<file path="src/hw/rtl/pli_pkg.sv">
// Package: shared types and constants of the posting list intersection core
package pli_pkg;

    localparam int MAX_TERMS    = 4;
    localparam int MAX_POSTINGS = 1024;
    localparam int DOC_ID_BITS  = 20;
    localparam int TERM_BITS    = $clog2(MAX_TERMS);
    localparam int PTR_BITS     = $clog2(MAX_POSTINGS);
    localparam int LEN_BITS     = PTR_BITS + 1;
    localparam int ADDR_BITS    = TERM_BITS + PTR_BITS;
    localparam int WEIGHT_BITS  = 16;
    localparam int QUEUE_DEPTH  = 2;

    typedef enum logic [1:0] {
        CMD_LOAD  = 2'd0,
        CMD_FETCH = 2'd1,
        CMD_CLEAR = 2'd2
    } cmd_t;

    typedef enum logic [1:0] {
        ST_MATCH     = 2'd0,
        ST_EXHAUSTED = 2'd1,
        ST_EMPTY     = 2'd2
    } status_t;

    typedef struct packed {
        logic [1:0]             cmd;
        logic [1:0]             term;
        logic [19:0]            doc_id;
        logic [WEIGHT_BITS-1:0] weight;
    } in_item_t;

    typedef struct packed {
        logic [1:0]             status;
        logic [19:0]            match_doc;
        logic [WEIGHT_BITS-1:0] weight_0;
        logic [WEIGHT_BITS-1:0] weight_1;
        logic [WEIGHT_BITS-1:0] weight_2;
        logic [WEIGHT_BITS-1:0] weight_3;
    } out_item_t;

    // Classified operation handed from front to back
    typedef struct packed {
        logic                   is_load;
        logic                   is_fetch;
        logic                   is_clear;
        logic [TERM_BITS-1:0]   term;
        logic [DOC_ID_BITS-1:0] doc_id;
        logic [WEIGHT_BITS-1:0] weight;
    } op_t;

    // Queue handshake between front and back
    typedef struct packed {
        logic valid;
        logic ready;
    } link_t;

endpackage

</file>
<file path="src/hw/rtl/pli_front.sv">
// Front end: accepts commands, classifies them and queues them for the back end
module pli_front (
    input  logic              clk,
    input  logic              rst_n,
    input  logic              start,
    input  pli_pkg::in_item_t item,
    output logic              full,
    output logic              empty,
    input  logic              pop,
    output pli_pkg::op_t      head
);
    import pli_pkg::*;

    localparam int QP = $clog2(QUEUE_DEPTH);

    op_t             q_reg [QUEUE_DEPTH];
    logic [QP-1:0]   wr_reg, rd_reg;
    logic [QP:0]     cnt_reg;
    op_t             op;
    logic            push;

    // Classify the incoming transaction; drop unknown commands and bad terms
    always_comb
    begin
        op = '0;
        op.term   = item.term[TERM_BITS-1:0];
        op.weight = item.weight;
        if (item.doc_id > 20'((64'd1 << DOC_ID_BITS) - 1))
            op.doc_id = DOC_ID_BITS'((64'd1 << DOC_ID_BITS) - 1);
        else
            op.doc_id = DOC_ID_BITS'(item.doc_id);
        case (item.cmd)
            CMD_LOAD:  op.is_load  = (32'(item.term) < MAX_TERMS);
            CMD_FETCH: op.is_fetch = 1'b1;
            CMD_CLEAR: op.is_clear = 1'b1;
            default:   op = '0;
        endcase
    end

    assign full  = (cnt_reg == (QP+1)'(QUEUE_DEPTH));
    assign empty = (cnt_reg == '0);
    assign push  = start && !full && (op.is_load || op.is_fetch || op.is_clear);
    assign head  = q_reg[rd_reg];

    // Store payload
    always_ff @(posedge clk)
    begin
        if (push)
            q_reg[wr_reg] <= op;
    end

    // Advance queue pointers
    always_ff @(posedge clk or negedge rst_n)
    begin
        if (!rst_n)
        begin
            wr_reg  <= '0;
            rd_reg  <= '0;
            cnt_reg <= '0;
        end
        else
        begin
            if (push)
                wr_reg <= (32'(wr_reg) == QUEUE_DEPTH-1) ? '0 : wr_reg + 1'b1;
            if (pop)
                rd_reg <= (32'(rd_reg) == QUEUE_DEPTH-1) ? '0 : rd_reg + 1'b1;
            cnt_reg <= cnt_reg + (QP+1)'(push) - (QP+1)'(pop);
        end
    end
endmodule

</file>
<file path="config.mk">
export PLATFORM = sky130hd
export DESIGN_NAME = pli_front
export DESIGN_NICKNAME = d
export VERILOG_FILES = /design/src/hw/rtl/pli_pkg.sv /design/src/hw/rtl/pli_front.sv
export SDC_FILE = /design/constraint.sdc
export NUM_CORES = 1
export LEC_CHECK = 0
export ABC_CLOCK_PERIOD_IN_PS = 3700
export BUFFER_PORTS_ARGS = -buffer_cell sky130_fd_sc_hd__buf_2
export CORE_AREA = 3 3 98 81
export DETAILED_ROUTE_END_ITERATION = 6
export DIE_AREA = 0 0 101 84
export PLACE_DENSITY = 0.78
export RECOVER_POWER = 100
export SKIP_CTS_REPAIR_TIMING = 1
export SYNTH_ARGS = -nofsm -noshare
export SYNTH_HDL_FRONTEND = slang
export SYNTH_SLANG_ARGS = --single-unit
export TNS_END_PERCENT = 100
</file>
<file path="constraint.sdc">
create_clock -name clk -period 3.7 [get_ports clk]
set_clock_uncertainty 0.1 [all_clocks]
set_input_delay 0.185 -clock clk [delete_from_list [all_inputs] [get_ports clk]]
set_output_delay 0.185 -clock clk [all_outputs]
set_load 0.1 [all_outputs]
</file>
# Word level (Yosys, flattened, before mapping)
# Memory sizes are Yosys's and may differ from the RTL's.
# Cells that the tools add are included.
dict set report totals {
  n_memories 1
  output_inout_bits 43
  elab_cells 29
  reg_bits 4
  inputBits 44
  ramBits 82
}
dict set report classes {
  n_eq_ne 3
  n_mux 9
  reduce_logical 8
  addsub 4
  n_lt_le_gt_ge 1
}
# name depth word_bits read_ports rd_clocked_by_memory_dff wr line
set mem_list {}
lappend mem_list {q_reg 2 41 1 0 1 pli_front.sv:16} ;# op_t q_reg [QUEUE_DEPTH];
# operator count
set op_table {}
lappend op_table {{2-to-1 mux 38 bit} 1}
lappend op_table {{> comparator 20 bit (second input constant)} 1}
lappend op_table {{2-to-1 mux 20 bit} 1}
lappend op_table {{2-to-1 mux 1 bit} 7}
lappend op_table {{equality test 2 bit (second input constant)} 2}
lappend op_table {{logical NOT 2 bit} 2}
lappend op_table {{OR reduction 3 bit} 1}
lappend op_table {{adder 1 bit (second input constant)} 2}
lappend op_table {{adder 2 x 1 -> 2 bit} 1}
lappend op_table {{equality test 2 x 1 -> 1 bit (second input constant)} 1}
lappend op_table {{logical AND 1 bit} 2}
lappend op_table {{logical OR 1 bit} 2}
lappend op_table {{subtractor 2 x 1 -> 2 bit} 1}
lappend op_table {{logical NOT 1 bit} 1}

# Logic depth before layout (Yosys ltp)
# Gate-level depths: netlist of the first run.
dict set report depth {
  word_depth 7
  ltp_mapped 8
  mapped_depth_nobuf 7
}

# Least setup slack after synthesis of the first run
# No wires, ideal clock.
dict set report synth_timing {
  path_kind {reg-to-reg}
  start {register cnt_reg[1]}
  end {memory q_reg[0][0] (netlist bit), enable pin}
  required_ns 3.161
  path_slack_ns 0.457
  arrival_time_ns 2.703
  n_path_buf 0
  path_stages_with_launch 4
  setup_ns 0.439
  period_less_slack_ns 3.243
  cell_sequence {dfrtp_1 nor2b_2 nand3b_4 nor2_1}
}
dict set report synth_via {
  elab_chain_len 6
}
# element line
set synth_lines {}
lappend synth_lines {{start: declaration} pli_front.sv:18} ;# logic [QP:0] cnt_reg;
lappend synth_lines {{start signal: assignment} pli_front.sv:67} ;# cnt_reg <= cnt_reg + (QP+1)'(push) - (QP+1)'(pop);
lappend synth_lines {{equality test 2 bit} pli_front.sv:40} ;# assign full = (cnt_reg == (QP+1)'(QUEUE_DEPTH));
lappend synth_lines {{net full} pli_front.sv:7} ;# output logic full,
lappend synth_lines {{logical NOT 1 bit} pli_front.sv:42} ;# assign push = start && !full && (op.is_load || op.is_fetch || op.is_clear);
lappend synth_lines {{logical AND 1 bit (2 in series)} pli_front.sv:42}
lappend synth_lines {{2-to-1 mux 1 bit} pli_front.sv:48} ;# if (push)
lappend synth_lines {{2-to-1 mux 1 bit (not written as such)} pli_front.sv:49} ;# q_reg[wr_reg] <= op;
lappend synth_lines {{end: declaration} pli_front.sv:16}
# The timed path passes the listed nets, and every way through them passes these cells.

# Worst setup path in the final report of the first run
dict set report layout_timing {
  start {input item[39] (netlist bit)}
  end {memory q_reg[0][20] (netlist bit), enable pin}
}
dict set report layout_via {
  elab_chain_len 7
  word_cells_on_any_way 11
  classes_between {eq/ne: 2; mux: 5; reduce/logical: 4}
}
# element line
set layout_lines {}
lappend layout_lines {{start: declaration} pli_front.sv:6} ;# input pli_pkg::in_item_t item,
lappend layout_lines {{equality test 2 x 1 -> 1 bit or logical NOT 2 bit (tied branches)} pli_front.sv:32} ;# case (item.cmd)
lappend layout_lines {{2-to-1 mux 1 bit} pli_front.sv:32}
lappend layout_lines {{logical OR 1 bit} pli_front.sv:42}
lappend layout_lines {{logical OR 1 bit (*)} pli_front.sv:42}
lappend layout_lines {{logical AND 1 bit (*)} pli_front.sv:42}
lappend layout_lines {{2-to-1 mux 1 bit (*)} pli_front.sv:48}
lappend layout_lines {{2-to-1 mux 1 bit (not written as such) (*)} pli_front.sv:49}
# Mark *: on every way between the ends. The rest lies on a longest branch, timed or not.

==> impl_metrics.json, run 1 <==
{
  "layout_common_cells": "82 x edfxtp_1, 69 x buf_2, 39 x mux2_4",
  "layout-drive-gt1-share": 0.457,
  "cp_max_fo": 39,
  "grt_max_degree": 40,
  "gr-usage-met1": 0.182,
  "rsz0062_at_grt": "no",
  "ys_types": 19,
  "antennaDiodeCount": 0,
  "initialDrtViolationCount": 139,
  "start_util": 0.529,
  "clk_latency_ns": 0.34,
  "period_minus_slack_ns": 2.78,
  "avgSynthCellArea_um2": 19.3,
  "grt_pass1_wl_um": 8940,
  "fp-row-count": 27,
  "nets": 331,
  "gp_congestion": 0.658,
  "synth_warnings": 0,
  "run_status": "completed",
  "postSynthCellCount": 191,
  "drv_slew": 0,
  "hold_path.class": "input pin to flip-flop",
  "largest_register_ffs": 82,
  "max_slew_margin": 0.224,
  "hpwl_um": 3840,
  "htreeDepth": 3,
  "yosysSeqAreaShare": 0.696,
  "fmax_mhz": 360,
  "die_w_um": 101,
  "netlist_area_um2": 3680,
  "seq_area_um2": 2560,
  "die_h_um": 84,
  "criticalPathCategory": "input pin to flip-flop",
  "cts_buffers": 9,
  "area_growth_pct": 16.8,
  "route.detailed.drc": 0,
  "ant_nets": 0,
  "grtUsageTotal": 0.142,
  "via_per_inst": 4.85,
  "setup_viol": 0,
  "cts_root_buf": "clkbuf_8",
  "cts_tree": "yes",
  "max_slew.worst_pin.slew_ns": 1.17,
  "clkTransAtPathRegs_ns": 0.08,
  "synth-seq-cells": 86,
  "cts_sinks": 86,
  "startpoint_type": "input pin",
  "cts_max_path_buffers": 2,
  "final_common_cell": "edfxtp_1",
  "multi_input_comb_area_um2": 970,
  "vias": 1823,
  "fill_cells": 558,
  "grt.overflow.total": 0,
  "use_met2": 0.224,
  "wirelength_um": 5590,
  "grt.busiest_layer": "met2",
  "end_kind": "flip-flop",
  "mappedNetlistNets": 237,
  "use_met3": 0.0518,
  "cp.arrival_ns": 2.66,
  "cp.required_ns": 3.58,
  "timing.final.crit_share": 0.750,
  "finalHoldViolations": 0,
  "floorplan.core_area_um2": 6960,
  "drtPass1Iterations": 4,
  "drv_cap": 0,
  "die_area_um2": 8480,
  "setup-tns-final_ns": 0,
  "antenna_found_initial": 0,
  "portBuffers": 86,
  "wire_per_inst_um": 14.9,
  "grt_pass1_vias": 1834,
  "io_pins": 87
}
[critical path: stages]
cell	delay (ns)
clkbuf_1	0.10
nand2_1	0.77
nand3b_1	0.42
nor2_4	0.58
clkbuf_2	0.59
[cells by family after synthesis]
logic type | after synthesis | share of synthesized area
XOR/XNOR | 4 | 0.00952
AND/OR/NAND/NOR | 47 | 0.0874
buffers and inverters | 11 | 0.0350
multiplexers | 41 | 0.165
adder cells (fa/ha/maj) | 2 | 0.00680
flip-flops | 86 | 0.696
[worst paths after layout]
check                                     start                     end  slack, ns  cells after the start
setup / recovery                       item[39]  q_reg[0][20]$_DFFE_PP_       0.92                      5
hold / removal                         item[32]  q_reg[1][32]$_DFFE_PP_       0.05                      2
setup reg to reg           cnt_reg[1]$_DFF_PN0_  q_reg[0][20]$_DFFE_PP_       1.18                      4
hold reg to reg            cnt_reg[1]$_DFF_PN0_    cnt_reg[1]$_DFF_PN0_       0.41                      1
max in group asynchronous                 rst_n    cnt_reg[1]$_DFF_PN0_       3.21                      2
min in group asynchronous                 rst_n    cnt_reg[0]$_DFF_PN0_       0.10                      2
[layout make-up]
cell class | instances | area share
Sequential cell | 86 | 0.596
Inverter | 2 | 0.00175
Clock inverter | 6 | 0.0166
Tap cell | 87 | 0.0253
Clock buffer | 9 | 0.0288
Timing Repair Buffer | 92 | 0.106
Multi-Input combinational cell | 94 | 0.226
[per-stage QoR]
stage	setup WS (ns)	instances	util	hold WS [ns]	area (um^2)
2_1_floorplan	0.457	191	-	-0.211	3680
3_3_place_gp	1.34	359	0.596	-0.105	4150
3_5_place_dp	1.31	359	0.596	-0.105	4150
4_1_cts	1.28	374	0.624	-0.494	4340
5_1_grt	0.658	376	0.618	0.0378	4300
6_report	0.923	376	0.618	0.0473	4300
[routing by layer]
metal,routed length [um],share of wire
met4,94,0.017
met5,0,0
met2,2620,0.47
met3,470,0.084
met1,2400,0.43
[synthesized netlist by cell type]
cell type,number,area (um^2)
edfxtp_1,82,2460
mux2_4,39,586
and2_1,30,188
and2_4,8,70.1
buf_12,4,80.1
dfrtp_1,4,100
nor2_1,4,15.0
buf_6,3,33.8
xnor2_1,3,26.3
clkbuf_1,2,7.51
ha_1,2,25.0
inv_1,2,7.51
mux2_2,2,22.5
and2b_1,1,7.51
nand2_2,1,6.26
nand3b_4,1,20.0
nor2b_1,1,6.26
nor2b_2,1,8.76
xor2_1,1,8.76
Power of run 1 is not shown: default switching activity piles up to over one toggle a cycle in this logic, so the estimate is an artifact.
==> inputs of run 2 (changes only) <==
--- a/config.mk
+++ b/config.mk
@@ -5,12 +5,13 @@
 export SDC_FILE = /design/constraint.sdc
 export NUM_CORES = 1
 export LEC_CHECK = 0
-export ABC_CLOCK_PERIOD_IN_PS = 3700
+export ABC_AREA = 1
+export ABC_CLOCK_PERIOD_IN_PS = 2700
 export BUFFER_PORTS_ARGS = -buffer_cell sky130_fd_sc_hd__buf_2
-export CORE_AREA = 3 3 98 81
+export CORE_AREA = 3 3 97 80
 export DETAILED_ROUTE_END_ITERATION = 6
-export DIE_AREA = 0 0 101 84
-export PLACE_DENSITY = 0.78
+export DIE_AREA = 0 0 100 83
+export PLACE_DENSITY = 0.79
 export RECOVER_POWER = 100
 export SKIP_CTS_REPAIR_TIMING = 1
 export SYNTH_ARGS = -nofsm -noshare
==> constraint.sdc (replaced) <==
create_clock -name clk -period 2.7 [get_ports clk]
set_clock_uncertainty 0.1 [all_clocks]
set_input_delay 0.135 -clock clk [delete_from_list [all_inputs] [get_ports clk]]
set_output_delay 0.135 -clock clk [all_outputs]
set_load 0.1 [all_outputs]
==> impl_metrics.json, run 2 <==
{
  "fin_area_um2": 4310,
  "async_reset_ff_frac": 0.0465,
  "mappedNetlistNets": 375,
  "synth_warnings": 0,
  "drv_slew": 0,
  "die_w_um": 100,
  "avgSynthCellArea_um2": 10.9,
  "route.detailed.drc": 0,
  "nets": 465,
  "setup_viol": 0,
  "max_slew.worst_pin.slew_ns": 1.25,
  "synth.top_cell.area_share": 0.685,
  "dp_slack_ns": 0.732,
  "clkTransAtPathRegs_ns": 0.08,
  "initialDrtViolationCount": 99,
  "htreeDepth": 3,
  "gp_congestion": 0.754,
  "vias": 2337,
  "fmax_mhz": 422,
  "hpwl_um": 4360,
  "crit_path_top_delay_cell": "inv_1",
  "die_h_um": 83,
  "timing.final.crit_share": 0.878,
  "cts_root_buf": "clkbuf_8",
  "fill_cells": 576,
  "cts_buffers": 9,
  "synth_most_common_cell": "inv_1",
  "path_buf_inv": 3,
  "postSynthCellCount": 329,
  "antenna_found_initial": 0,
  "fp-row-count": 27,
  "cts_tree": "yes",
  "cts_max_path_buffers": 2,
  "grt_pass1_wl_um": 10300,
  "cp.arrival_ns": 2.25,
  "die_area_um2": 8300,
  "drv_cap": 0,
  "end_kind": "flip-flop",
  "grt_max_degree": 45,
  "clk_latency_ns": 0.34,
  "synth.area.top_cells": "edfxtp_1 68%, inv_1 9.3%, o21ai_0 5.3%",
  "largest_register_ffs": 82,
  "layout_common_cells": "90 x inv_1, 82 x edfxtp_1, 49 x nand2_1",
  "criticalPathCategory": "flip-flop to flip-flop",
  "drtPass1Iterations": 7,
  "synth-seq-cells": 86,
  "start_util": 0.524,
  "grtUsageTotal": 0.162,
  "cp.required_ns": 2.58,
  "yosysSeqAreaShare": 0.713,
  "portBuffers": 86,
  "via_per_inst": 4.57,
  "hold_path.class": "input pin to flip-flop",
  "seq_area_um2": 2560,
  "netlist_area_um2": 3590,
  "area_growth_pct": 19.9,
  "cp_max_fo": 21,
  "synth_flop_cell": "edfxtp_1",
  "rsz0062_at_grt": "no",
  "finalHoldViolations": 0,
  "io_pins": 87,
  "fin_ws_ns": 0.330,
  "grt_pass1_vias": 2322,
  "ant_nets": 0,
  "floorplan.core_area_um2": 6860,
  "wire_per_inst_um": 12.7,
  "grt.overflow.total": 0,
  "crit_chain": "inv_1, nand2_1, nand4_1, inv_1, clkbuf_1",
  "startpoint_type": "flip-flop",
  "period_minus_slack_ns": 2.37,
  "synth_common_cells": "89 x inv_1, 82 x edfxtp_1, 49 x nand2_1, 42 x nor2_1, 38 x o21ai_0",
  "max_slew_margin": 0.169,
  "yosys.area.top_type": "edfxtp_1",
  "run_status": "completed",
  "final_common_cell": "inv_1",
  "cts_sinks": 86,
  "multi_input_comb_area_um2": 609,
  "layout-drive-gt1-share": 0.241,
  "synth_edf_count": 82,
  "antennaDiodeCount": 0,
  "place_area_um2": 4110,
  "critical-path-top-delay-family": "buffers and inverters",
  "critical_path.max_stage_delay_ns": 0.66,
  "ys_types": 19,
  "wirelength_um": 6510,
  "crit_top_cell": "inv_1"
}
==> run 2: changes by cell type after synthesis, sizes merged, moves of 2 or more <==
cell,delta
nand3,+2
inv,+88
buf,+3
xnor2,-3
o21ai,+41
nor2b,-2
and2,-38
mux2,-41
nor2,+39
nand2,+49
==> run 2: cells by family after synthesis <==
group,share of synthesized area
AND/OR/NAND/NOR,0.103
buffers and inverters,0.118
XOR/XNOR,0.00244
adder cells (fa/ha/maj),0.00696
AO/OA/AOI/OAI,0.0571
flip-flops,0.713
==> run 2: path summary, 6_finish.rpt <==
path	startpoint	to	slack [ns]	depth (start not counted)
worst max register to register	cnt_reg[0]$_DFF_PN0_	q_reg[0][3]$_DFFE_PP_	0.33	5
max in group asynchronous	rst_n	rd_reg$_DFFE_PN0P_	2.21	2
worst min-delay path	start	wr_reg$_DFFE_PN0P_	0.003	3
worst max-delay path	cnt_reg[0]$_DFF_PN0_	q_reg[0][3]$_DFFE_PP_	0.33	5
min in group asynchronous	rst_n	wr_reg$_DFFE_PN0P_	0.07	2
worst min register to register	wr_reg$_DFFE_PN0P_	wr_reg$_DFFE_PN0P_	0.41	2
==> run 2: worst reg2reg max path: stages, from the launching register on <==
cell and delay, ns:
dfrtp_1 0.39, inv_1 0.06, nand2_1 0.09, nand4_1 0.11, inv_1 0.66, clkbuf_1 0.59
==> run 2: through the flow <==
| step | TNS [ns] | util | cells | hold slack (ns) |
|---|---|---|---|---|
| floorplan | -7.45 | - | 329 | -0.261 |
| global route | 0 | 0.628 | 511 | -0.0194 |
| finish | 0 | 0.628 | 511 | 0.00302 |
| global placement | 0 | 0.600 | 493 | -0.155 |
| CTS | 0 | 0.628 | 509 | -0.539 |
| detailed placement | 0 | 0.600 | 493 | -0.151 |
==> run 2: area by class of cell <==
class	instances	share of cell area
clock buffers	9	0.0287
clock inverters	7	0.0168
inverters	90	0.0784
multi-input cells	140	0.141
flip-flops and latches	86	0.595
well taps	87	0.0253
repair buffers	92	0.114
==> run 2: metal layers <==
layer  vias to the layer above  share of wire  global-route usage
met4                         0          0.011              0.0526
met5                         -              0                   0
met3                        10          0.083              0.0571
met2                        93           0.47               0.273
met1                      1034           0.43               0.196
li1                       1200              -                   -
Power of run 2 is left out for the same reason.
